===== src/hw/rtl/capb_pkg.sv =====
`timescale 1ns / 1ps
`default_nettype none
// ----------------------------------------------------------------------------
// capb_pkg: shared types and constants of the clipped alpha-over blender
// Field widths, register codes, reset values and the queue entry that links
// the front (clip, index, products) to the back (quotient pipeline).
// ----------------------------------------------------------------------------
package capb_pkg;

   // field widths
   localparam int CFG_W     = 13;
   localparam int COORD_W   = 14;
   localparam int CHAN_W    = 8;
   localparam int PROD8_W   = 2 * CHAN_W;
   localparam int INDEX_W   = 24;
   localparam int DEN_W     = 16;
   localparam int NUM_W     = 25;
   localparam int NUM_CHAN  = 3;
   localparam int CSR_IDX_W = 1;

   // defaults for top level parameters
   localparam int MAX_SURFACE_DIM_DEF = 4096;
   localparam int QUEUE_DEPTH_DEF     = 4;

   // register reset values
   localparam logic [CFG_W-1:0] SURFACE_WIDTH_RST  = 13'd1920;
   localparam logic [CFG_W-1:0] SURFACE_HEIGHT_RST = 13'd1080;

   // register indexes
   typedef enum logic [CSR_IDX_W-1:0] {
      REG_SURFACE_WIDTH  = 1'b0,
      REG_SURFACE_HEIGHT = 1'b1
   } csr_reg_type;

   // one pixel on its way from front to back
   typedef struct packed {
      logic                                write_enable;
      logic [INDEX_W-1:0]                  pixel_index;
      logic [CHAN_W-1:0]                   out_alpha;
      logic                                blank;
      logic [DEN_W-1:0]                    den;
      logic [NUM_CHAN-1:0][NUM_W-1:0]      num;
   } capb_entry_type;

endpackage
`default_nettype wire


===== src/hw/rtl/capb_queue.sv =====
`timescale 1ns / 1ps
`default_nettype none
// ----------------------------------------------------------------------------
// capb_queue: short FIFO between front and back
// Flip-flop entries, one write and one read per cycle, head shown directly.
// ----------------------------------------------------------------------------
module capb_queue import capb_pkg::*; #(
   parameter int DEPTH = QUEUE_DEPTH_DEF
) (
   input  wire logic     clock,
   input  wire logic     reset,
   input  wire logic     push,
   input  wire capb_entry_type push_entry,
   output logic          full,
   input  wire logic     pop,
   output capb_entry_type head,
   output logic          empty
);

   localparam int PTR_W = $clog2(DEPTH);
   localparam int CNT_W = $clog2(DEPTH + 1);

   capb_entry_type   mem_ff [DEPTH];
   logic [PTR_W-1:0] wr_ptr_ff;
   logic [PTR_W-1:0] rd_ptr_ff;
   logic [CNT_W-1:0] count_ff;

   assign full  = (count_ff == CNT_W'(DEPTH));
   assign empty = (count_ff == '0);
   assign head  = mem_ff[rd_ptr_ff];

   // pointers and fill count
   always_ff @(posedge clock) begin
      if (reset) begin
         wr_ptr_ff <= '0;
         rd_ptr_ff <= '0;
         count_ff  <= '0;
      end else begin
         if (push) begin
            wr_ptr_ff <= (wr_ptr_ff == PTR_W'(DEPTH - 1)) ? '0 : wr_ptr_ff + PTR_W'(1);
         end
         if (pop) begin
            rd_ptr_ff <= (rd_ptr_ff == PTR_W'(DEPTH - 1)) ? '0 : rd_ptr_ff + PTR_W'(1);
         end
         if (push && !pop) begin
            count_ff <= count_ff + CNT_W'(1);
         end else if (pop && !push) begin
            count_ff <= count_ff - CNT_W'(1);
         end
      end
   end

   // store entries
   always_ff @(posedge clock) begin
      if (push) begin
         mem_ff[wr_ptr_ff] <= push_entry;
      end
   end

endmodule
`default_nettype wire


===== config.mk =====
export PLATFORM = sky130hd
export DESIGN_NAME = capb_queue
export DESIGN_NICKNAME = d
export VERILOG_FILES = /design/src/hw/rtl/capb_pkg.sv /design/src/hw/rtl/capb_queue.sv
export SDC_FILE = /design/constraint.sdc
export NUM_CORES = 1
export LEC_CHECK = 0
export BUFFER_PORTS_ARGS = -buffer_cell sky130_fd_sc_hd__buf_2
export CAP_MARGIN = 40
export CELL_PAD_IN_SITES_DETAIL_PLACEMENT = 0
export CELL_PAD_IN_SITES_GLOBAL_PLACEMENT = 1
export CORE_UTILIZATION = 47
export CTS_BUF_LIST = sky130_fd_sc_hd__clkbuf_2 sky130_fd_sc_hd__clkbuf_4 sky130_fd_sc_hd__clkbuf_8
export DETAILED_ROUTE_END_ITERATION = 6
export PLACE_DENSITY = 0.76
export SLEW_MARGIN = 10
export SYNTH_ARGS = -nofsm -noshare
export SYNTH_HDL_FRONTEND = slang
export SYNTH_SLANG_ARGS = --single-unit

===== constraint.sdc =====
create_clock -name clock -period 4.2 [get_ports clock]
set_input_delay 0.84 -clock clock [delete_from_list [all_inputs] [get_ports clock]]
set_output_delay 0.84 -clock clock [all_outputs]
set_load 0.01 [all_outputs]

### After elaboration in Yosys (flattened, before gate mapping)

Memory sizes are Yosys's and may differ from the RTL's. A register that Yosys moved wholly into a read port is not among the register bits.
Index checks and enable logic that the tools add are counted.
W data, S select, Z words.

* bits in registers: 7
* bits in writable memories: 500
* input port bits: 129
* output and inout bits: 127
* word-level logic and storage cells: 25
* memories kept: 1

Memory list
* mem_ff: words 4, bits a word 125, read ports 1, clocked after memory_dff 1, write ports 1, line capb_queue.sv:23 `capb_entry_type mem_ff [DEPTH];`

* $add $sub $neg: 4
* equal/unequal tests: 3
* multiplexer cells: 8
* reduce and logical (&&, ||, !) cells: 6

Operators by type and width (number)
* $mux W2: 4
* $mux W3: 2
* $add A2 B1 Y2 const B: 2
* $eq A2 B2 Y1 const B: 2
* $add A3 B1 Y3 const B: 1
* $eq A3 B3 Y1 const B: 1
* $logic_not A3 Y1: 1
* $sub A3 B1 Y3 const B: 1
* $logic_and A1 B1 Y1: 2
* $logic_not A1 Y1: 2
* $mux W1: 2
* $reduce_bool A2 Y1: 1

### Depth between registers and ports, before layout

* word-level depth: 4
* mapped depth: 7
* gate-level depth less buffers: 7

### Least setup slack after synthesis

No wires, ideal clock.

* kind: input port to flip-flop
* from: input port push
* to: memory mem_ff[0][0] in the netlist's numbering (enable)
* arrival time: 3706 ps
* setup slack: -4 ps
* stages on the path: 1
* path buffers: 0
* path through: and2_1

* cells in the longest elaborated chain, start to end: 2

RTL lines
* start, declared: line capb_queue.sv:12 `input wire logic push,`
* $mux W1: line capb_queue.sv:55 `if (push) begin`
* $mux W1 (not written as such): line capb_queue.sv:56 `mem_ff[wr_ptr_ff] <= push_entry;`
* end, declared: line capb_queue.sv:23

Every way passes these cells.

==> results.rst <==
.. list-table::
   :header-rows: 1

   * - Metric
     - Value
   * - Worst Hold Margin
     - 437 ps
   * - Crit path DAT
     - 2260 ps
   * - Maximum root-to-sink buffer count
     - 3
   * - Number of cells traversed by the worst register-to-register path
     - 4
   * - Post-synthesis register bit count
     - approximately 500
   * - Via count of the routed design
     - 8,331
   * - Clock buffers created by TritonCTS
     - 80
   * - Area overhead of the layout relative to synthesis
     - 19.3%
   * - Number of search-and-repair iterations in the first detailed-routing pass
     - 5
   * - Maximum number of pins on one net before global-route repair
     - ~80
   * - Result of the run
     - finished clean
   * - Clock Sinks
     - just over 500
   * - Register area share after synthesis
     - 82.4%
   * - Static Leak
     - between 7 and 8 nW
   * - Total number of H-tree levels
     - 3
   * - Max Slew Vio Count
     - 0
   * - Max rail drop VDD
     - 0.000390 V
   * - Worst-path maximum fanout
     - 65
   * - Post-Synthesis Mean Instance Area
     - 26.5 um^2
   * - Buffer type at the clock tree root
     - clkbuf_8
   * - Number of hold-repair buffers added at the cts stage
     - 0
   * - Setup repair after global routing missed its margin
     - no
   * - Cell variety after synth
     - 18
   * - Number of synthesis warnings
     - 0
   * - Number of global-route vias before repair
     - 9,259
   * - Worst-margin pin slew
     - ~570 ps
   * - PostCTS Resize Cnt
     - 0
   * - DIE AREA
     - ~40,000 um^2
   * - Ports
     - ~260
   * - Initial cell density of the core
     - 47.7%
   * - Std cell rows
     - about 70
   * - Routability congestion estimate from global placement
     - 0.693
   * - Max-capacitance violation count
     - 0
   * - Post-detailed-route DRC marker count
     - 0
   * - Total nets after synthesis
     - between 800 and 900
   * - Post-Route Setup TNS
     - 0 ps
   * - Number of routed nets with antenna violations
     - 0
   * - Min Clock Period, post-route
     - slightly above 3000 ps
   * - Layout cell share with drive strength beyond 1
     - between 40% and 50%
   * - Cell area after synthesis
     - roughly 18,000 um^2
   * - Type of the most critical hold path
     - input port to flop
   * - Cell count after synthesis
     - 697
   * - Total of endpoints with negative setup slack in the final report
     - 0
   * - Sum of net half-perimeters after detailed placement
     - ~20,000 um
   * - Global-route wire length before repair
     - between 50,000 and 60,000 um
   * - Die extent in y
     - around 200 um
   * - Required time at the endpoint of the critical path
     - 3360 ps
   * - Number of antenna violations at the first check in global routing
     - 6
   * - Post-detailed-route via-to-cell ratio
     - approximately 5.2
   * - Horizontal die dimension
     - about 200 um
   * - Most frequent cells in the layout
     - 500 x edfxtp_1, 255 x buf_2, 125 x mux4_2
   * - Total Wirelength
     - approximately 34,000 um
   * - Most common cell after layout, fill and taps aside
     - edfxtp_1
   * - Overall track demand over capacity in global routing
     - approximately 17%
   * - CTS tree
     - yes
   * - Average wire per standard cell
     - 21.3 um
   * - Worst setup path category
     - flop to primary output
   * - Skew-Pair Late Insertion Delay
     - between 600 and 700 ps
   * - Fraction of the cycle the final worst path needs
     - roughly 74%
   * - Core Region
     - approximately 39,000 um^2
   * - Number of hold-slack violations in the final timing report
     - 0
   * - Number of post-CTS setup repair buffers
     - 0
   * - Port Buffer Count
     - around 260
   * - Highest Clock Rate
     - ~320 MHz
   * - CP startpoint kind
     - flop
   * - Clock-pin transition on the worst setup and hold timing paths
     - 60 ps
   * - Power per Cell Area
     - slightly below 500 nW/um^2
   * - Number of nets in the final layout
     - approximately 1,200
   * - Residual overflow from global routing
     - 0
   * - Starting DRT DRC Count
     - between 300 and 400
   * - Endpoint kind of the worst setup timing path
     - primary output
   * - Skew final
     - around 10 ps
   * - Hold-critical path depth
     - 1
   * - Worst rel slew slack
     - roughly three fifths
power by group:
group	total (mW)	switching, mW	internal [mW]
clock	4.10	1.81	2.29
combinational	0.927	0.509	0.418
sequential	5.87	0.0504	5.82
synthesized netlist by cell type:
master	count	share of area (%)
buf_6	7	0.43
fa_1	1	0.11
nor3b_1	2	0.081
mux2i_1	4	0.22
mux4_2	125	15
clkbuf_1	7	0.14
inv_1	4	0.081
nor3_1	1	0.027
or3_1	1	0.034
xor2_1	2	0.095
dfxtp_1	9	0.98
o21ai_0	1	0.027
ha_1	6	0.41
nor2_1	7	0.14
edfxtp_1	500	81
buf_2	14	0.38
and2_1	4	0.14
a21oi_1	2	0.054
metrics by stage:
step,area [um^2],worst slack [ps],power [mW],util [%],instances
after floorplan,18500,1380,6.51,-,697
after global placement,20400,1690,6.91,52.8,1457
after detailed placement,20400,1690,6.93,52.8,1457
after CTS,22000,1000,11.1,56.9,1596
after global routing,22000,940,11.3,56.9,1596
final,22000,1100,10.9,56.9,1598
path summary, 6_finish.rpt:
check / from / endpoint / slack (ps)
max: flop / head[117] / 1100
min: push_entry[41] / mem_ff[3][41] / 440
max reg2reg: wr_ptr_ff[0] / mem_ff[2][49] / 2260
min reg2reg: count_ff[2] / count_ff[2] / 510
cell type report:
| cell class | instances | area (um^2) |
|---|---|---|
| fillers | 2843 | 16600 |
| flip-flops and latches | 509 | 15200 |
| multi-input cells | 156 | 3070 |
| repair buffers | 270 | 1490 |
| clock buffers | 106 | 1320 |
| well taps | 518 | 648 |
| clock inverters | 33 | 262 |
| inverters | 4 | 15.0 |
| diodes | 2 | 5.00 |
worst max-delay path: stages (launching register included):
cell	delay, ps
dfxtp_4	370
buf_12	420
mux4_2	620
buf_2	160
routing by layer:
layer  global-route usage [%]  routed length [um]
met1                     22.1               14400
met2                     28.4               16900
met3                     5.89                2140
met4                     5.55                 670
met5                        0                  51
sequential cells by signal, summed over array words and instances, names as in the netlist, named ones only:
| register | count |
|---|---|
| mem_ff | 500 |
| wr_ptr_ff | 2 |
| rd_ptr_ff | 2 |
| count_ff | 3 |
cells by family (layout without fill, tap and decap cells):
logic type	Yosys count	in the layout	share of synthesized area (%)
and+or+nand+nor	15	15	0.421
muxes	129	129	15.5
other	0	2	0
DFF	509	509	82.4
AOI/OAI and AO/OA	3	3	0.0814
xor gates and xnor gates	2	2	0.0950
buffers and inverters	32	413	1.03
adders and majority gates	7	7	0.516
No activity file was read; power rests on OpenSTA's default activity.
