===== config.mk =====
export PLATFORM = sky130hd
export DESIGN_NAME = capb_back_flat
export DESIGN_NICKNAME = d
export VERILOG_FILES = /design/src/hw/rtl/capb_pkg.sv /design/src/hw/rtl/capb_rsp_if.sv /design/src/hw/rtl/capb_back.sv /design/src/flat_wrapper.sv
export SDC_FILE = /design/constraint.sdc
export NUM_CORES = 2
export LEC_CHECK = 0
export BUFFER_PORTS_ARGS = -buffer_cell sky130_fd_sc_hd__buf_2
export CAP_MARGIN = 20
export CORE_UTILIZATION = 63
export CTS_CLUSTER_SIZE = 30
export DETAILED_ROUTE_END_ITERATION = 10
export PLACE_DENSITY = 0.81
export SKIP_CTS_REPAIR_TIMING = 1
export SLEW_MARGIN = 20
export SYNTH_ARGS = -nofsm -noshare
export SYNTH_HDL_FRONTEND = slang
export SYNTH_SLANG_ARGS = --single-unit

===== constraint.sdc =====
create_clock -name clock -period 37.1 [get_ports clock]
set_clock_uncertainty 0.05 [all_clocks]
set_input_delay 7.42 -clock clock [delete_from_list [all_inputs] [get_ports clock]]
set_output_delay 7.42 -clock clock [all_outputs]
set_load 0.01 [all_outputs]

===== src/hw/rtl/capb_pkg.sv =====
`timescale 1ns / 1ps
`default_nettype none
// ----------------------------------------------------------------------------
// capb_pkg: shared types and constants of the clipped alpha-over blender
// Field widths, register codes, reset values and the queue entry that links
// the front (clip, index, products) to the back (quotient pipeline).
// ----------------------------------------------------------------------------
package capb_pkg;

   // field widths
   localparam int CFG_W     = 13;
   localparam int COORD_W   = 14;
   localparam int CHAN_W    = 8;
   localparam int PROD8_W   = 2 * CHAN_W;
   localparam int INDEX_W   = 24;
   localparam int DEN_W     = 16;
   localparam int NUM_W     = 25;
   localparam int NUM_CHAN  = 3;
   localparam int CSR_IDX_W = 1;

   // defaults for top level parameters
   localparam int MAX_SURFACE_DIM_DEF = 4096;
   localparam int QUEUE_DEPTH_DEF     = 4;

   // register reset values
   localparam logic [CFG_W-1:0] SURFACE_WIDTH_RST  = 13'd1920;
   localparam logic [CFG_W-1:0] SURFACE_HEIGHT_RST = 13'd1080;

   // register indexes
   typedef enum logic [CSR_IDX_W-1:0] {
      REG_SURFACE_WIDTH  = 1'b0,
      REG_SURFACE_HEIGHT = 1'b1
   } csr_reg_type;

   // one pixel on its way from front to back
   typedef struct packed {
      logic                                write_enable;
      logic [INDEX_W-1:0]                  pixel_index;
      logic [CHAN_W-1:0]                   out_alpha;
      logic                                blank;
      logic [DEN_W-1:0]                    den;
      logic [NUM_CHAN-1:0][NUM_W-1:0]      num;
   } capb_entry_type;

endpackage
`default_nettype wire


===== src/hw/rtl/capb_rsp_if.sv =====
`timescale 1ns / 1ps
`default_nettype none
// ----------------------------------------------------------------------------
// capb_rsp_if: blended pixel result channel
// Valid/ready channel carrying the write flag, linear index and blended RGBA.
// ----------------------------------------------------------------------------
interface capb_rsp_if import capb_pkg::*; ();

   logic               valid;
   logic               ready;
   logic               write_enable;
   logic [INDEX_W-1:0] pixel_index;
   logic [CHAN_W-1:0]  out_red;
   logic [CHAN_W-1:0]  out_green;
   logic [CHAN_W-1:0]  out_blue;
   logic [CHAN_W-1:0]  out_alpha;

   modport source (
      output valid, write_enable, pixel_index, out_red, out_green, out_blue,
             out_alpha,
      input  ready
   );

   modport sink (
      input  valid, write_enable, pixel_index, out_red, out_green, out_blue,
             out_alpha,
      output ready
   );

endinterface
`default_nettype wire


===== src/hw/rtl/capb_back.sv =====
`timescale 1ns / 1ps
`default_nettype none
// ----------------------------------------------------------------------------
// capb_back: pipelined restoring divider and output register
// One quotient bit per stage for all three colors, most significant first,
// then an output register that zeroes colors of blank pixels.
// ----------------------------------------------------------------------------
module capb_back import capb_pkg::*; (
   input  wire logic     clock,
   input  wire logic     reset,
   input  wire capb_entry_type head,
   input  wire logic     empty,
   output logic          pop,
   capb_rsp_if.source    rsp_bus
);

   localparam int NSTG = CHAN_W;

   typedef struct packed {
      logic               write_enable;
      logic [INDEX_W-1:0] pixel_index;
      logic [CHAN_W-1:0]  out_alpha;
      logic               blank;
      logic [DEN_W-1:0]   den;
   } meta_type;

   logic                              v_ff    [NSTG];
   meta_type                          meta_ff [NSTG];
   logic [NUM_CHAN-1:0][NUM_W-1:0]    rem_ff  [NSTG];
   logic [NUM_CHAN-1:0][CHAN_W-1:0]   quo_ff  [NSTG];

   logic                              src_v    [NSTG];
   meta_type                          src_meta [NSTG];
   logic [NUM_CHAN-1:0][NUM_W-1:0]    src_rem  [NSTG];
   logic [NUM_CHAN-1:0][CHAN_W-1:0]   src_quo  [NSTG];
   logic [NUM_CHAN-1:0][NUM_W-1:0]    nx_rem   [NSTG];
   logic [NUM_CHAN-1:0][CHAN_W-1:0]   nx_quo   [NSTG];
   logic [NUM_W-1:0]                  trial    [NSTG];

   logic               out_v_ff;
   logic               out_we_ff;
   logic [INDEX_W-1:0] out_index_ff;
   logic [CHAN_W-1:0]  out_alpha_ff;
   logic [NUM_CHAN-1:0][CHAN_W-1:0] out_color_ff;

   logic advance;

   // hold everything while a result waits
   assign advance = !(out_v_ff && !rsp_bus.ready);
   assign pop     = advance && !empty;

   // stage sources: queue head feeds the first stage
   always_comb begin
      src_v[0]              = !empty;
      src_meta[0].write_enable = head.write_enable;
      src_meta[0].pixel_index  = head.pixel_index;
      src_meta[0].out_alpha    = head.out_alpha;
      src_meta[0].blank        = head.blank;
      src_meta[0].den          = head.den;
      src_rem[0]            = head.num;
      src_quo[0]            = '0;
      for (int i = 1; i < NSTG; i++) begin
         src_v[i]    = v_ff[i-1];
         src_meta[i] = meta_ff[i-1];
         src_rem[i]  = rem_ff[i-1];
         src_quo[i]  = quo_ff[i-1];
      end
   end

   // one quotient bit per stage
   always_comb begin
      for (int i = 0; i < NSTG; i++) begin
         trial[i] = NUM_W'(src_meta[i].den) << (NSTG - 1 - i);
         for (int c = 0; c < NUM_CHAN; c++) begin
            if (src_rem[i][c] >= trial[i]) begin
               nx_rem[i][c] = src_rem[i][c] - trial[i];
               nx_quo[i][c] = {src_quo[i][c][CHAN_W-2:0], 1'b1};
            end else begin
               nx_rem[i][c] = src_rem[i][c];
               nx_quo[i][c] = {src_quo[i][c][CHAN_W-2:0], 1'b0};
            end
         end
      end
   end

   // advance valid bits
   always_ff @(posedge clock) begin
      if (reset) begin
         for (int i = 0; i < NSTG; i++) begin
            v_ff[i] <= 1'b0;
         end
         out_v_ff <= 1'b0;
      end else if (advance) begin
         for (int i = 0; i < NSTG; i++) begin
            v_ff[i] <= src_v[i];
         end
         out_v_ff <= v_ff[NSTG-1];
      end
   end

   // advance payload, drop colors of blank pixels at the output
   always_ff @(posedge clock) begin
      if (advance) begin
         for (int i = 0; i < NSTG; i++) begin
            meta_ff[i] <= src_meta[i];
            rem_ff[i]  <= nx_rem[i];
            quo_ff[i]  <= nx_quo[i];
         end
         out_we_ff    <= meta_ff[NSTG-1].write_enable;
         out_index_ff <= meta_ff[NSTG-1].pixel_index;
         out_alpha_ff <= meta_ff[NSTG-1].out_alpha;
         out_color_ff <= meta_ff[NSTG-1].blank ? '0 : quo_ff[NSTG-1];
      end
   end

   assign rsp_bus.valid        = out_v_ff;
   assign rsp_bus.write_enable = out_we_ff;
   assign rsp_bus.pixel_index  = out_index_ff;
   assign rsp_bus.out_alpha    = out_alpha_ff;
   assign rsp_bus.out_red      = out_color_ff[0];
   assign rsp_bus.out_green    = out_color_ff[1];
   assign rsp_bus.out_blue     = out_color_ff[2];

endmodule
`default_nettype wire


===== src/flat_wrapper.sv =====
// flat-port wrapper written by rule: the top's interface ports become plain ports
module capb_back_flat import capb_pkg::*;
  (clock, reset, head, empty, pop, rsp_bus_valid, rsp_bus_write_enable, rsp_bus_pixel_index, rsp_bus_out_red, rsp_bus_out_green, rsp_bus_out_blue, rsp_bus_out_alpha, rsp_bus_ready);
  capb_rsp_if rsp_bus_i ();
  input  wire logic clock;
  input  wire logic reset;
  input  wire capb_entry_type head;
  input  wire logic empty;
  output logic pop;
  output wire logic [$bits(rsp_bus_i.valid)-1:0] rsp_bus_valid;
  output wire logic [$bits(rsp_bus_i.write_enable)-1:0] rsp_bus_write_enable;
  output wire logic [$bits(rsp_bus_i.pixel_index)-1:0] rsp_bus_pixel_index;
  output wire logic [$bits(rsp_bus_i.out_red)-1:0] rsp_bus_out_red;
  output wire logic [$bits(rsp_bus_i.out_green)-1:0] rsp_bus_out_green;
  output wire logic [$bits(rsp_bus_i.out_blue)-1:0] rsp_bus_out_blue;
  output wire logic [$bits(rsp_bus_i.out_alpha)-1:0] rsp_bus_out_alpha;
  input wire logic [$bits(rsp_bus_i.ready)-1:0] rsp_bus_ready;
  assign rsp_bus_valid = rsp_bus_i.valid;
  assign rsp_bus_write_enable = rsp_bus_i.write_enable;
  assign rsp_bus_pixel_index = rsp_bus_i.pixel_index;
  assign rsp_bus_out_red = rsp_bus_i.out_red;
  assign rsp_bus_out_green = rsp_bus_i.out_green;
  assign rsp_bus_out_blue = rsp_bus_i.out_blue;
  assign rsp_bus_out_alpha = rsp_bus_i.out_alpha;
  assign rsp_bus_i.ready = rsp_bus_ready;
  capb_back u_core (.clock(clock), .reset(reset), .head(head), .empty(empty), .pop(pop), .rsp_bus(rsp_bus_i));
endmodule

Word-level counts from Yosys, hierarchy flattened
Memories as Yosys holds them, arrays and structs flattened. A register that Yosys moved wholly into a read port is not among the register bits. Index checks and enable logic that the tools add are counted.

Logic and storage cells: 131. Output and inout port bits: 59. Input port bits: 129. Memories kept: 4. Flip-flop bits (word level): 33. Memory bits (writable): 1200.

Reductions and logical operators: 7. Magnitude comparators: 24. $add $sub $neg: 24. Muxes and demuxes: 61. Bitwise logic cells: 8.

Memories: u_core.rem_ff (depth 8, bits a word 75, read ports 7, clocked after memory_dff 0, write ports 8, RTL line capb_back.sv:29) `logic [NUM_CHAN-1:0][NUM_W-1:0] rem_ff [NSTG];`; u_core.meta_ff (depth 8, bits a word 50, read ports 8, clocked after memory_dff 0, write ports 8, RTL line capb_back.sv:28) `meta_type meta_ff [NSTG];`; u_core.quo_ff (depth 8, bits a word 24, read ports 8, clocked after memory_dff 1, write ports 8, RTL line capb_back.sv:30) `logic [NUM_CHAN-1:0][CHAN_W-1:0] quo_ff [NSTG];`; u_core.v_ff (depth 8, bits a word 1, read ports 8, clocked after memory_dff 1, write ports 8, RTL line capb_back.sv:27) `logic v_ff [NSTG];`.

Operators with widths (count): 2-to-1 mux 25 bit (24); greater-or-equal comparator 25 x 16 -> 1 bit (3); greater-or-equal comparator 25 x 17 -> 1 bit (3); greater-or-equal comparator 25 x 18 -> 1 bit (3); greater-or-equal comparator 25 x 19 -> 1 bit (3); greater-or-equal comparator 25 x 20 -> 1 bit (3); greater-or-equal comparator 25 x 21 -> 1 bit (3); greater-or-equal comparator 25 x 22 -> 1 bit (3); greater-or-equal comparator 25 x 23 -> 1 bit (3); subtractor 25 x 16 -> 25 bit (3); subtractor 25 x 17 -> 25 bit (3); subtractor 25 x 18 -> 25 bit (3); subtractor 25 x 19 -> 25 bit (3); subtractor 25 x 20 -> 25 bit (3); subtractor 25 x 21 -> 25 bit (3); subtractor 25 x 22 -> 25 bit (3); subtractor 25 x 23 -> 25 bit (3); 2-to-1 mux 1 bit (37); bitwise OR 1 bit (8); logical NOT 1 bit (5); logical AND 1 bit (2).

Logic depth before layout (Yosys ltp)
Depth in word-level cells: 6. Gate-level depth with buffers: 14. Gate-level depth less buffers: 13.

Least setup slack after synthesis
No wires, ideal clock.

Path kind: input to register. From: in rsp_bus_ready. To: mem u_core.meta_ff[0][0] (netlist bit) (enable). Arrival: 28.188 ns. Path buffers: 0. Path slack: 7.450 ns. Required time: 35.638 ns. Library setup time: 1.412 ns. Stages on the path: 2. Path through: nor2b_1 > inv_1.

RTL lines: from (decl) (RTL line flat_wrapper.sv:17) `input wire logic [$bits(rsp_bus_i.ready)-1:0] rsp_bus_ready;`; to (decl) (RTL line capb_back.sv:28).

Worst setup path in the final report
From: in rsp_bus_ready. To: out pop.

Cells in the longest elaborated chain, start to end: 4.

RTL lines: logical NOT 1 bit (RTL line capb_back.sv:49) `assign advance = !(out_v_ff && !rsp_bus.ready);`; logical AND 1 bit (RTL line capb_back.sv:49); logical NOT 1 bit (RTL line capb_back.sv:49); logical AND 1 bit (RTL line capb_back.sv:50) `assign pop = advance && !empty;`; to (decl) (RTL line flat_wrapper.sv:9) `output logic pop;`.

Every way passes these cells.

==> summary.txt <==
Logic synthesis
  – #FFs+latches synth: 1083
  – Avg Cell Area, Syn: 12.0 um^2
  – Top cell type by total area after synthesis: edfxtp_1
  – Cell Area, Synth: 0.0569 mm^2
  – Distinct cell type count after synthesis: 97
  – Share of the synthesized area in the top cell type: a little under three fifths
  – Count leader, synth: edfxtp_1
  – FFs w/ async S/R, synth: 0%
  – Cells after Synth: 4732
  – Post-synthesis sequential area ratio: between 50% and 60%
  – Synth cell count leaders: edfxtp_1 (1082), ha_1 (384), nand2_1 (380)
  – EDFF count, synth: between 1000 and 1500
  – Most used DFF post-synth: edfxtp_1
  – Syn Nets: 5266
  – Largest cells by area after synthesis: edfxtp_1 (57%), ha_1 (8.5%), o21ai_0 (3.0%), xnor2_1 (2.7%), nand2_1 (2.5%)
  – Ys Warns: 0

Clock tree
  – # H-tree levels: 3
  – TritonCTS clock tree: built
  – CTS Sinks: about 1100
  – Max Buffers Root-to-Sink: 3
  – Clk slew on worst S/H paths: 0.06 ns
  – CTS Buf Count: 107
  – Root buf cell: clkbuf_16
  – Later-pin clock latency in the skew report: approximately 0.70 ns

Layout
  – Final Core Density: a little over two thirds
  – Post-Layout Cell Count: 6204
  – Area grow syn2layout: 10.5%
  – Area of all placed cells without fillers: 0.0628 mm^2
  – Fillers: 6157
  – Ratio of cells with drive above 1 in the final layout: about a tenth
  – Footprint of the multi-input gates: 0.0230 mm^2
  – Area occupied by registers: 0.0325 mm^2
  – Net count reported at finish: about 5500

Timing
  – Rel. slew slack: 21.5%
  – Final min period: 15.75 ns
  – Final hold vios: 0
  – FMAX: 63.5 MHz
  – Worst Tran Pin Value: roughly 1.2 ns
  – Final Setup Violations: 0
  – RSZ-0062 raised after global routing: no
  – Slew Limit Fails: 0
  – Crit share post-route: ~42%
  – TNS Setup: 0 ns
  – Worst setup margin: 21.35 ns
  – Hold_ws: 0.355 ns

Min path
  – Worst hold path type: flop to flop

Drt
  – TritonRoute pass-1 iters: 6
  – Routed vias: 37000
  – Initial DRC count: 3123
  – ANT nets after route: 0
  – Routed WL per cell: between 20 and 25 um
  – WL final: roughly 130000 um
  – Vias per cell: 5.97
  – DRC Markers: 0

Critical path
  – Crit path max-delay family: simple AND/OR/NAND/NOR gates
  – Setup CP Type: input pin to primary output
  – Setup crit start kind: input pin
  – Crit path max fanout: 6
  – CP max-delay cell: nor2b_1
  – WP buf/inv: 2
  – Worst path max stage delay: 0.52 ns
  – Cell mode on critical path: buf_2
  – WP data required: roughly 30 ns
  – CP Cell Sequence: buf_2 -> nor2b_1 -> nor2_1 -> buf_2
  – Setup crit end kind: primary output
  – Critical path data arrival time: 8.28 ns

Power
  – P_leak: 24.7 nW
  – Cell Pwr Density: 76.7 mW/mm^2
  – Pwr Total: 4.82 mW
  – Worst VDD drop: a little under 0.00005 V

Global route
  – Initial antenna violation count: 1
  – Gr usage total: approximately 28%
  – First-pass GRT wire length: 196000 um
  – Grt ovf: 0
  – Number of global-route vias before repair: 35600
  – Largest net degree at the start of global routing: 186

Placement
  – HPWL Detailed: 97100 um
  – Setup WS pre-CTS: 21.36 ns
  – # port buffers: 187
  – DP Cell Count: between 6000 and 7000
  – Final Wtd Congestion: 0.961
  – Instance area after placement: ~0.059 mm^2

Die
  – Initial Util: 63.9%
  – DIE AREA: 0.0915 mm^2
  – Die height: approximately 300 um
  – Die width: 302 um
  – Number of cell rows: 109
  – Area of the core: between 0.08 and 0.09 mm^2
  – Ports: around 190

Flow run
  – Max Cap Viol: 0

Run status
  – Status: finished clean
-- cell usage in the layout (no fill, tap or decap), types with 39 or more instances in the layout --
cell       instances
a211oi_1          52
a21o_1           138
a21oi_1          273
a31oi_1           39
buf_2            187
clkbuf_16        108
edfxtp_1        1082
ha_1             384
inv_1            255
mux2_2            61
nand2_1          380
nand2b_1          50
nand3_1          104
nand4_1           43
nor2_1           296
nor2b_1           88
nor3_1            92
nor4_1            45
o21a_1            63
o21ai_0          336
o31ai_1           44
xnor2_1          173
xor2_1           144
-- cells by family after synthesis --
group,Yosys count,synth area share [%]
AND/OR/NAND/NOR,1306,11.4
XOR/XNOR,317,4.88
buffers and inverters,361,2.48
multiplexers,74,1.44
adder cells (fa/ha/maj),405,9.19
flip-flops,1083,57.2
AO/OA/AOI/OAI,1186,13.4
-- area by class of cell --
type	count	area share, %
Multi-Input combinational cell	3288	36.6
Sequential cell	1083	51.8
Clock buffer	125	4.40
Tap cell	1165	2.32
Inverter	259	1.56
Clock inverter	74	1.58
Antenna cell	1	0.00398
Timing Repair Buffer	209	1.81
-- path summary, 6_finish.rpt --
check	cells past startpoint	start	end	slack, ns
worst max-delay path	4	rsp_bus_ready	pop	21.35
worst min-delay path	0	u_core.meta_ff[1][32]$_DFFE_PN_	u_core.meta_ff[1][82]$_DFFE_PN_	0.35
worst max register to register	12	u_core.meta_ff[0][101]$_DFFE_PN_	u_core.rem_ff[0][297]$_DFFE_PN_	32.51
worst min register to register	0	u_core.meta_ff[1][32]$_DFFE_PN_	u_core.meta_ff[1][82]$_DFFE_PN_	0.35
-- power by group --
part           switching, mW  internal [mW]  total [mW]
logic                  0.974          0.746        1.72
registers              0.203           1.76        1.96
clock network          0.464          0.672        1.14
total                   1.64           3.18        4.82
-- metal layers --
| metal | GRT usage, % | routed length (um) | share of wire (%) |
|---|---|---|---|
| met2 | 48.2 | 62900 | 49 |
| met1 | 34.8 | 53000 | 41 |
| met5 | 0 | 0 | 0 |
| met4 | 15.0 | 7270 | 5.6 |
| met3 | 2.96 | 5490 | 4.3 |
-- flip-flops by register name, indices dropped and copies added, names as in the netlist --
register and flops:
u_core.rsp_bus.out_alpha 8, u_core.rsp_bus.valid 1, u_core.v_ff 8, u_core.quo_ff 108, u_core.rsp_bus.pixel_index 24, u_core.rem_ff 525
u_core.rsp_bus.out_red 8, u_core.rsp_bus.out_green 8, u_core.rsp_bus.write_enable 1, u_core.meta_ff 384, u_core.rsp_bus.out_blue 8
(Power assumes the default switching activity.)
