`src/hw/rtl/capb_pkg.sv`:
```
`timescale 1ns / 1ps
`default_nettype none
// ----------------------------------------------------------------------------
// capb_pkg: shared types and constants of the clipped alpha-over blender
// Field widths, register codes, reset values and the queue entry that links
// the front (clip, index, products) to the back (quotient pipeline).
// ----------------------------------------------------------------------------
package capb_pkg;

   // field widths
   localparam int CFG_W     = 13;
   localparam int COORD_W   = 14;
   localparam int CHAN_W    = 8;
   localparam int PROD8_W   = 2 * CHAN_W;
   localparam int INDEX_W   = 24;
   localparam int DEN_W     = 16;
   localparam int NUM_W     = 25;
   localparam int NUM_CHAN  = 3;
   localparam int CSR_IDX_W = 1;

   // defaults for top level parameters
   localparam int MAX_SURFACE_DIM_DEF = 4096;
   localparam int QUEUE_DEPTH_DEF     = 4;

   // register reset values
   localparam logic [CFG_W-1:0] SURFACE_WIDTH_RST  = 13'd1920;
   localparam logic [CFG_W-1:0] SURFACE_HEIGHT_RST = 13'd1080;

   // register indexes
   typedef enum logic [CSR_IDX_W-1:0] {
      REG_SURFACE_WIDTH  = 1'b0,
      REG_SURFACE_HEIGHT = 1'b1
   } csr_reg_type;

   // one pixel on its way from front to back
   typedef struct packed {
      logic                                write_enable;
      logic [INDEX_W-1:0]                  pixel_index;
      logic [CHAN_W-1:0]                   out_alpha;
      logic                                blank;
      logic [DEN_W-1:0]                    den;
      logic [NUM_CHAN-1:0][NUM_W-1:0]      num;
   } capb_entry_type;

endpackage
`default_nettype wire

```
`src/hw/rtl/capb_req_if.sv`:
```
`timescale 1ns / 1ps
`default_nettype none
// ----------------------------------------------------------------------------
// capb_req_if: pixel request channel
// Valid/ready channel carrying the pixel position and both RGBA colors.
// ----------------------------------------------------------------------------
interface capb_req_if import capb_pkg::*; ();

   logic                      valid;
   logic                      ready;
   logic signed [COORD_W-1:0] pos_x;
   logic signed [COORD_W-1:0] pos_y;
   logic [CHAN_W-1:0]         src_red;
   logic [CHAN_W-1:0]         src_green;
   logic [CHAN_W-1:0]         src_blue;
   logic [CHAN_W-1:0]         src_alpha;
   logic [CHAN_W-1:0]         dst_red;
   logic [CHAN_W-1:0]         dst_green;
   logic [CHAN_W-1:0]         dst_blue;
   logic [CHAN_W-1:0]         dst_alpha;

   modport source (
      output valid, pos_x, pos_y, src_red, src_green, src_blue, src_alpha,
             dst_red, dst_green, dst_blue, dst_alpha,
      input  ready
   );

   modport sink (
      input  valid, pos_x, pos_y, src_red, src_green, src_blue, src_alpha,
             dst_red, dst_green, dst_blue, dst_alpha,
      output ready
   );

endinterface
`default_nettype wire

```
`src/hw/rtl/capb_front.sv`:
```
`timescale 1ns / 1ps
`default_nettype none
// ----------------------------------------------------------------------------
// capb_front: surface registers, clipping and blend operand generation
// Two stages: stage A clips and forms the 8x8 products, stage B forms the
// pixel index, the blend numerators, the denominator and the output alpha,
// then pushes one entry into the queue.
// ----------------------------------------------------------------------------
module capb_front import capb_pkg::*; #(
   parameter int MAX_SURFACE_DIM = MAX_SURFACE_DIM_DEF
) (
   input  wire logic                 clock,
   input  wire logic                 reset,
   input  wire logic                 csr_we,
   input  wire logic [CSR_IDX_W-1:0] csr_index,
   input  wire logic [CFG_W-1:0]     csr_wdata,
   capb_req_if.sink                  req_bus,
   output logic                      push,
   output capb_entry_type            push_entry,
   input  wire logic                 queue_full
);

   localparam int DIM_W  = $clog2(MAX_SURFACE_DIM + 1);
   localparam int PROD_W = 2 * DIM_W;

   // exact floor(d / 255) for any d below 65280
   function automatic logic [CHAN_W-1:0] div255(input logic [DEN_W-1:0] d);
      logic [DEN_W:0] t;
      t = (DEN_W+1)'(d) + (DEN_W+1)'(d >> 8) + (DEN_W+1)'(1);
      return CHAN_W'(t >> 8);
   endfunction

   logic [CFG_W-1:0] width_ff;
   logic [CFG_W-1:0] height_ff;

   logic [DIM_W-1:0]   w_eff;
   logic [DIM_W-1:0]   h_eff;
   logic               clip_in;
   logic [DIM_W-1:0]   col_in;
   logic [DIM_W-1:0]   row_in;
   logic [CHAN_W-1:0]  inv_in;
   logic [CHAN_W-1:0]  src_c [NUM_CHAN];
   logic [CHAN_W-1:0]  dst_c [NUM_CHAN];
   logic [PROD8_W-1:0] sp_in [NUM_CHAN];
   logic [PROD8_W-1:0] dp_in [NUM_CHAN];
   logic [PROD8_W-1:0] ad_inv_in;

   logic               va_ff;
   logic               a_clip_ff;
   logic [DIM_W-1:0]   a_col_ff;
   logic [DIM_W-1:0]   a_row_ff;
   logic [DIM_W-1:0]   a_w_ff;
   logic [CHAN_W-1:0]  a_as_ff;
   logic [CHAN_W-1:0]  a_inv_ff;
   logic [PROD8_W-1:0] a_ad_inv_ff;
   logic [PROD8_W-1:0] a_sp_ff [NUM_CHAN];
   logic [PROD8_W-1:0] a_dp_ff [NUM_CHAN];

   logic               vb_ff;
   capb_entry_type     b_entry_ff;
   capb_entry_type     b_entry_in;

   logic               advance;
   logic               accept;
   logic [PROD_W-1:0]  idx_sum;
   logic [DEN_W-1:0]   den_b;
   logic [NUM_W-2:0]   dmul [NUM_CHAN];

   // surface size registers
   always_ff @(posedge clock) begin
      if (reset) begin
         width_ff  <= SURFACE_WIDTH_RST;
         height_ff <= SURFACE_HEIGHT_RST;
      end else if (csr_we) begin
         unique case (csr_reg_type'(csr_index))
            REG_SURFACE_WIDTH:  width_ff  <= csr_wdata;
            REG_SURFACE_HEIGHT: height_ff <= csr_wdata;
            default: ;
         endcase
      end
   end

   // stall the whole front only when the queue cannot take stage B
   assign advance       = !(vb_ff && queue_full);
   assign req_bus.ready = advance;
   assign accept        = req_bus.valid && advance;
   assign push          = vb_ff && !queue_full;
   assign push_entry    = b_entry_ff;

   assign src_c[0] = req_bus.src_red;
   assign src_c[1] = req_bus.src_green;
   assign src_c[2] = req_bus.src_blue;
   assign dst_c[0] = req_bus.dst_red;
   assign dst_c[1] = req_bus.dst_green;
   assign dst_c[2] = req_bus.dst_blue;

   // clamp dimensions, clip, flip row, form 8x8 products
   always_comb begin
      w_eff = (32'(width_ff) > 32'(MAX_SURFACE_DIM)) ?
              DIM_W'(MAX_SURFACE_DIM) : DIM_W'(width_ff);
      h_eff = (32'(height_ff) > 32'(MAX_SURFACE_DIM)) ?
              DIM_W'(MAX_SURFACE_DIM) : DIM_W'(height_ff);
      clip_in = req_bus.pos_x[COORD_W-1] || req_bus.pos_y[COORD_W-1] ||
                (32'(req_bus.pos_x[COORD_W-2:0]) >= 32'(w_eff)) ||
                (32'(req_bus.pos_y[COORD_W-2:0]) >= 32'(h_eff));
      col_in = DIM_W'(req_bus.pos_x[COORD_W-2:0]);
      row_in = h_eff - DIM_W'(1) - DIM_W'(req_bus.pos_y[COORD_W-2:0]);
      // invert at 8 bits before the product widens it
      inv_in    = ~req_bus.src_alpha;
      ad_inv_in = req_bus.dst_alpha * inv_in;
      for (int c = 0; c < NUM_CHAN; c++) begin
         sp_in[c] = src_c[c] * req_bus.src_alpha;
         dp_in[c] = dst_c[c] * req_bus.dst_alpha;
      end
   end

   // stage B: index, denominator, numerators, alpha
   always_comb begin
      idx_sum = PROD_W'(a_row_ff) * PROD_W'(a_w_ff) + PROD_W'(a_col_ff);
      den_b   = (DEN_W'(a_as_ff) << 8) - DEN_W'(a_as_ff) + a_ad_inv_ff;
      b_entry_in.write_enable = !a_clip_ff;
      b_entry_in.pixel_index  = a_clip_ff ? '0 : INDEX_W'(idx_sum);
      b_entry_in.out_alpha    = a_clip_ff ? '0 : div255(den_b);
      b_entry_in.blank        = a_clip_ff || (den_b == '0);
      b_entry_in.den          = den_b;
      for (int c = 0; c < NUM_CHAN; c++) begin
         dmul[c] = a_dp_ff[c] * a_inv_ff;
         b_entry_in.num[c] = (NUM_W'(a_sp_ff[c]) << 8) - NUM_W'(a_sp_ff[c]) +
                             NUM_W'(dmul[c]);
      end
   end

   // advance valid bits
   always_ff @(posedge clock) begin
      if (reset) begin
         va_ff <= 1'b0;
         vb_ff <= 1'b0;
      end else if (advance) begin
         va_ff <= accept;
         vb_ff <= va_ff;
      end
   end

   // advance payload
   always_ff @(posedge clock) begin
      if (advance) begin
         a_clip_ff   <= clip_in;
         a_col_ff    <= col_in;
         a_row_ff    <= row_in;
         a_w_ff      <= w_eff;
         a_as_ff     <= req_bus.src_alpha;
         a_inv_ff    <= inv_in;
         a_ad_inv_ff <= ad_inv_in;
         for (int c = 0; c < NUM_CHAN; c++) begin
            a_sp_ff[c] <= sp_in[c];
            a_dp_ff[c] <= dp_in[c];
         end
         b_entry_ff <= b_entry_in;
      end
   end

endmodule
`default_nettype wire

```
`src/flat_wrapper.sv`:
```
// flat-port wrapper written by rule: the top's interface ports become plain ports
module capb_front_flat import capb_pkg::*;
#(
   parameter int MAX_SURFACE_DIM = MAX_SURFACE_DIM_DEF
)
  (clock, reset, csr_we, csr_index, csr_wdata, push, push_entry, queue_full, req_bus_valid, req_bus_pos_x, req_bus_pos_y, req_bus_src_red, req_bus_src_green, req_bus_src_blue, req_bus_src_alpha, req_bus_dst_red, req_bus_dst_green, req_bus_dst_blue, req_bus_dst_alpha, req_bus_ready);
  capb_req_if req_bus_i ();
  input  wire logic clock;
  input  wire logic reset;
  input  wire logic csr_we;
  input  wire logic [CSR_IDX_W-1:0] csr_index;
  input  wire logic [CFG_W-1:0] csr_wdata;
  output logic push;
  output capb_entry_type push_entry;
  input  wire logic queue_full;
  input wire logic [$bits(req_bus_i.valid)-1:0] req_bus_valid;
  input wire logic [$bits(req_bus_i.pos_x)-1:0] req_bus_pos_x;
  input wire logic [$bits(req_bus_i.pos_y)-1:0] req_bus_pos_y;
  input wire logic [$bits(req_bus_i.src_red)-1:0] req_bus_src_red;
  input wire logic [$bits(req_bus_i.src_green)-1:0] req_bus_src_green;
  input wire logic [$bits(req_bus_i.src_blue)-1:0] req_bus_src_blue;
  input wire logic [$bits(req_bus_i.src_alpha)-1:0] req_bus_src_alpha;
  input wire logic [$bits(req_bus_i.dst_red)-1:0] req_bus_dst_red;
  input wire logic [$bits(req_bus_i.dst_green)-1:0] req_bus_dst_green;
  input wire logic [$bits(req_bus_i.dst_blue)-1:0] req_bus_dst_blue;
  input wire logic [$bits(req_bus_i.dst_alpha)-1:0] req_bus_dst_alpha;
  output wire logic [$bits(req_bus_i.ready)-1:0] req_bus_ready;
  assign req_bus_i.valid = req_bus_valid;
  assign req_bus_i.pos_x = req_bus_pos_x;
  assign req_bus_i.pos_y = req_bus_pos_y;
  assign req_bus_i.src_red = req_bus_src_red;
  assign req_bus_i.src_green = req_bus_src_green;
  assign req_bus_i.src_blue = req_bus_src_blue;
  assign req_bus_i.src_alpha = req_bus_src_alpha;
  assign req_bus_i.dst_red = req_bus_dst_red;
  assign req_bus_i.dst_green = req_bus_dst_green;
  assign req_bus_i.dst_blue = req_bus_dst_blue;
  assign req_bus_i.dst_alpha = req_bus_dst_alpha;
  assign req_bus_ready = req_bus_i.ready;
  capb_front #(.MAX_SURFACE_DIM(MAX_SURFACE_DIM)) u_core (.clock(clock), .reset(reset), .csr_we(csr_we), .csr_index(csr_index), .csr_wdata(csr_wdata), .req_bus(req_bus_i), .push(push), .push_entry(push_entry), .queue_full(queue_full));
endmodule
```
`config.mk`:
```
export PLATFORM = sky130hd
export DESIGN_NAME = capb_front_flat
export DESIGN_NICKNAME = d
export VERILOG_FILES = /design/src/hw/rtl/capb_pkg.sv /design/src/hw/rtl/capb_req_if.sv /design/src/hw/rtl/capb_front.sv /design/src/flat_wrapper.sv
export SDC_FILE = /design/constraint.sdc
export NUM_CORES = 2
export LEC_CHECK = 0
export ABC_AREA = 0
export BUFFER_PORTS_ARGS = -buffer_cell sky130_fd_sc_hd__buf_2
export CAP_MARGIN = 20
export CORE_MARGIN = 1.5
export CORE_UTILIZATION = 45
export CTS_CLUSTER_DIAMETER = 80
export DETAILED_ROUTE_END_ITERATION = 10
export PLACE_DENSITY = 0.71
export SYNTH_ARGS = -nofsm -noshare
export SYNTH_HDL_FRONTEND = slang
export SYNTH_SLANG_ARGS = --single-unit
```
`constraint.sdc`:
```
create_clock -name clock -period 15.07 [get_ports clock]
set_input_delay 0 -clock clock [delete_from_list [all_inputs] [get_ports clock]]
set_output_delay 0 -clock clock [all_outputs]
set_load 0.01 [all_outputs]
```
# After elaboration in Yosys (flattened, before gate mapping)
# Memory sizes are Yosys's and may differ from the RTL's.
# Cells that the tools add are included.
[word_totals] memories=2 mem_bits_rw=96 inputBits=111 register_bits=225 out_inout_bits=127 word_cells=67
[mem_list] name="u_core.a_dp_ff" depth=3 word_bits=16 read_ports=3 rd_clocked_by_memory_dff=0 write_ports=3 line="capb_front.sv:57" text="logic [PROD8_W-1:0] a_dp_ff [NUM_CHAN];"
[mem_list] name="u_core.a_sp_ff" depth=3 word_bits=16 read_ports=3 rd_clocked_by_memory_dff=0 write_ports=3 line="capb_front.sv:56" text="logic [PROD8_W-1:0] a_sp_ff [NUM_CHAN];"
[op_classes] bitwise_logic=2 reduce_logical=13 n_addsub=13 n_mul=11 n_lt_le_gt_ge=4 muxes=3
[ops] op="$mul A8 B8 Y16" n=7
[ops] op="$add A25 B24 Y25" n=3
[ops] op="$sub A24 B16 Y25" n=3
[ops] op="$mul A16 B8 Y24" n=3
[ops] op="$ge A13 B13 Y1" n=2
[ops] op="$gt A13 B13 Y1 const B" n=2
[ops] op="$mux W13" n=2
[ops] op="$add A24 B13 Y24" n=1
[ops] op="$mul A13 B13 Y24" n=1
[ops] op="$add A16 B1 Y16 const B" n=1
[ops] op="$add A16 B16 Y16" n=1
[ops] op="$add A16 B8 Y16" n=1
[ops] op="$logic_not A16 Y1" n=1
[ops] op="$sub A16 B8 Y16" n=1
[ops] op="$sub A13 B1 Y13 const B" n=1
[ops] op="$sub A13 B13 Y13" n=1
[ops] op="$not A8 Y8" n=1
[ops] op="$logic_or A1 B1 Y1" n=4
[ops] op="$reduce_and A2 Y1" n=2
[ops] op="$logic_and A1 B1 Y1" n=3
[ops] op="$logic_not A1 Y1" n=3
[ops] op="$mux W1" n=1
[ops] op="$not A1 Y1" n=1

# Depth between registers and ports, before layout
[logic_depth] word_depth=5 mapped_depth=24

# Least setup slack after synthesis
# No wires, ideal clock.
[synth_timing] path_kind="register -> register" startpoint="register u_core.vb_ff" endpoint="register u_core.a_ad_inv_ff[0] (enable)" synth_period_minus_slack_ns=7.355 required_ns=12.840 path_slack_ns=7.715 path_stages_with_launch=2 n_path_buf=0 arrival_time_ns=5.125 path_cell_list="dfxtp_1 > nand2_1"
[synth_via] elab_chain_cells=1
[synth_lines] item="from (decl)" line="capb_front.sv:59" text="logic vb_ff;"
[synth_lines] item="from (signal assigned)" line="capb_front.sv:140" text="vb_ff <= va_ff;"
[synth_lines] item="$logic_and A1 B1 Y1" line="capb_front.sv:84" text="assign advance = !(vb_ff && queue_full);"
[synth_lines] item="to (signal assigned)" line="capb_front.sv:153" text="a_ad_inv_ff <= ad_inv_in;"
[synth_lines] item="to (decl)" line="capb_front.sv:55" text="logic [PROD8_W-1:0] a_ad_inv_ff;"
# No other way between the ends.
# A chain may end at the register's enable or synchronous reset.

# Worst setup path after layout
[layout_timing] startpoint="register u_core.a_row_ff[7]" endpoint="register u_core.b_entry_ff, in the netlist u_core.push_entry[123], data pin"
[layout_via] elab_chain_cells=2
[layout_lines] item="from (decl)" line="capb_front.sv:51" text="logic [DIM_W-1:0] a_row_ff;"
[layout_lines] item="from (signal assigned)" line="capb_front.sv:149" text="a_row_ff <= row_in;"
[layout_lines] item="$mul A13 B13 Y24" line="capb_front.sv:119" text="idx_sum = PROD_W'(a_row_ff) * PROD_W'(a_w_ff) + PROD_W'(a_col_ff);"
[layout_lines] item="$add A24 B13 Y24" line="capb_front.sv:119"
[layout_lines] item="to (signal assigned)" line="capb_front.sv:158" text="b_entry_ff <= b_entry_in;"
[layout_lines] item="to (decl)" line="capb_front.sv:60" text="capb_entry_type b_entry_ff;"
# No other way between the ends.

==> run metrics <==
Top FF cell, synth edfxtp_1; most common cell after layout, fill and taps aside inv_1; R2R Setup Slk 8.60 ns; leading cell types in the layout, fill and taps excluded inv_1 (1025), fa_1 (725), nand2_1 (610); final instance area 0.0516 mm²; max frequency 0.155 GHz; Seq/Total Area, Yosys 19.9%; effective utilization at floorplan 45.4%; startpoint types register; CTS tree done; Die W 326 µm; post-route ant nets 0; hold path cells 3; die area 0.106 mm²; vias in the first global route 35000; routed vias/inst 5.12; initial antenna violation count 4; async set or reset register ratio after synthesis 0%; EDFF count, synth 293; Yosys top cell by area fa_1; Seq cells post-synth 321; fill count 9448; syn_nets 6246; Worst Skew 0.0268 ns; Hold WC Path Type input pin to register; Worst R2R Path Depth 20; top-area cell type share of the netlist area 30.9%; setup_tns 0 ns; WS Path Type register to register; Post-Syn Instances 4826; total core area 0.103 mm²; final hold violation count 0; RSZ-0062 raised after global routing no; endpoints failing setup 0; outcome complete, no violations; CP Capture Type register; CTS Sinks 321; Distinct cells, synth 71; H-tree levels 2; Least-Margin Pin Slew 1.01 ns; R2R Path End u_core.push_entry[123]; fin crit period 6.47 ns; max-cap violations 0; GRT Total Usage 21.7%; drc violations 0; Inserted Clock Buffers 44; reg2reg start u_core.a_row_ff[7]; Die Ht 326 µm; average size of a mapped cell 9.74 µm²; mapped cell area 0.0470 mm²; first-pass GRT wire length 183000 µm; port buffer count 237; Clk Latency, worst-skew pair 0.62 ns; Slew headroom 32.8%; Tcrit/Tclk final 42.9%; hold_sp req_bus_src_red[1]; wire length per cell 17.4 µm; CP required 15.44 ns; Synth area leaders fa_1 (31%), edfxtp_1 (19%), ha_1 (16%), inv_1 (8.2%), and2_1 (6.6%); area of the multi-input gates 0.0332 mm²; synth-to-layout area growth 9.89%; Rows 118; final net count 6472; YS warnings 0; via count 33100; layout cells sized above 1 6.71%; Setup Buffers After CTS 0; register clock-pin slew on the reported worst setup and hold paths 0.06 ns; dpl hpwl 89100 µm; Final GP Congestion 0.900; Worst Hold End u_core.a_sp_ff[0][1]; worst-path fanout max 13; Initial DRC Count 1848; Ports 238; global route overflow 0; Clock Path Buffers 3; WP data arrival 6.84 ns; largest net degree at the start of global routing 133; area post-placement 0.0495 mm²; Storage cell area 0.00936 mm²; Post-Route WL 113000 µm; Root Driver clkbuf_16; drt first pass iters 5; Pins Over Slew Limit 0
worst max path at each step:
stage	from	to	slack, ns	cells after the start
4_1_cts	u_core.a_row_ff[7]	u_core.push_entry[123]	8.62	20
3_5_place_dp	u_core.a_row_ff[7]	u_core.push_entry[123]	8.66	20
3_3_place_gp	u_core.a_row_ff[7]	u_core.push_entry[123]	8.73	20
6_report	u_core.a_row_ff[7]	u_core.push_entry[123]	8.60	20
2_1_floorplan	u_core.vb_ff	u_core.a_ad_inv_ff[0]	7.71	1
5_1_grt	u_core.a_inv_ff[0]	u_core.push_entry[74]	8.18	20
metrics by stage:
stage                     utilization [%]  setup WS, ns  hold slack, ns  std cells
after floorplan                         -          7.71          0.0464       4826
after global placement               47.8          8.73           0.212       6317
after detailed placement             47.8          8.66           0.211       6317
after CTS                            49.9          8.62         0.00701       6465
after global routing                 49.9          8.18          0.0414       6467
final                                49.9          8.60          0.0560       6467
layer usage:
layer	track usage, %	up-vias	wire length (µm)
met1	26.9	16500	46100
met2	38.0	895	56400
li1	-	15400	-
met5	0	-	19
met4	8.24	4	4510
met3	3.31	197	5730
synth_stat cells, drive strengths merged, types with 15 or more instances:
| master | count |
|---|---|
| nand3 | 32 |
| clkbuf | 134 |
| edfxtp | 293 |
| nand2b | 25 |
| nor3 | 36 |
| nor2 | 115 |
| a31oi | 15 |
| xnor2 | 144 |
| fa | 725 |
| a21oi | 135 |
| nand4 | 17 |
| nand2 | 611 |
| nor2b | 64 |
| o21bai | 16 |
| o21ai | 76 |
| dfxtp | 28 |
| inv | 1025 |
| ha | 584 |
| o21a | 18 |
| and2 | 494 |
| a21o | 51 |
| xor2 | 44 |
state kept, by name (all words and copies together), names as in the netlist:
register / count
u_core.a_as_ff: 8
u_core.a_w_ff: 13
u_core.a_ad_inv_ff: 16
u_core.a_sp_ff: 48
u_core.a_dp_ff: 48
u_core.vb_ff: 1
u_core.a_inv_ff: 8
u_core.a_clip_ff: 1
u_core.height_ff: 13
u_core.a_col_ff: 13
u_core.a_row_ff: 13
u_core.push_entry: 125
u_core.width_ff: 13
u_core.va_ff: 1
area by class of cell:
| cell class | instances | share of cell area (%) |
|---|---|---|
| Antenna cell | 2 | 0.00969 |
| Clock buffer | 55 | 2.33 |
| Clock inverter | 24 | 0.468 |
| Inverter | 1026 | 7.49 |
| Multi-Input combinational cell | 3341 | 64.4 |
| Sequential cell | 321 | 18.1 |
| Tap cell | 1380 | 3.34 |
| Timing Repair Buffer | 318 | 3.83 |
cells by family (layout without fill, tap and decap cells):
group	Yosys count	count (layout)	synth area share, %
simple gates	1448	1448	15.3
fa+ha+maj	1309	1309	46.4
other cells	0	2	0
flops	321	321	19.9
buf+inv	1164	1423	9.33
compound gates	394	394	5.40
xor+xnor	188	188	3.54
mux	2	2	0.0453
critical path: stages, from the launching register on:
cell       delay (ns)
edfxtp_1         0.60
and2_1           0.26
fa_1             0.53
inv_1            0.05
fa_1             0.48
inv_1            0.05
fa_1             0.49
inv_1            0.05
fa_1             0.52
inv_1            0.05
fa_1             0.48
inv_1            0.05
fa_1             0.48
inv_1            0.05
ha_1             0.34
a31oi_1          0.30
o211ai_1         0.19
a31o_2           0.24
a2111oi_0        0.67
o21ai_1          0.18
mux2i_1          0.15
repair_timing:
action / in CTS / in global routing
resized for setup: 0 / 0
hold buffers: 69 / 0
endpoints found under the hold margin: 65 / 0
Power is left out: the tool's default activity adds up to more than one toggle a clock period on the data nets, which glitch-free logic cannot reach.
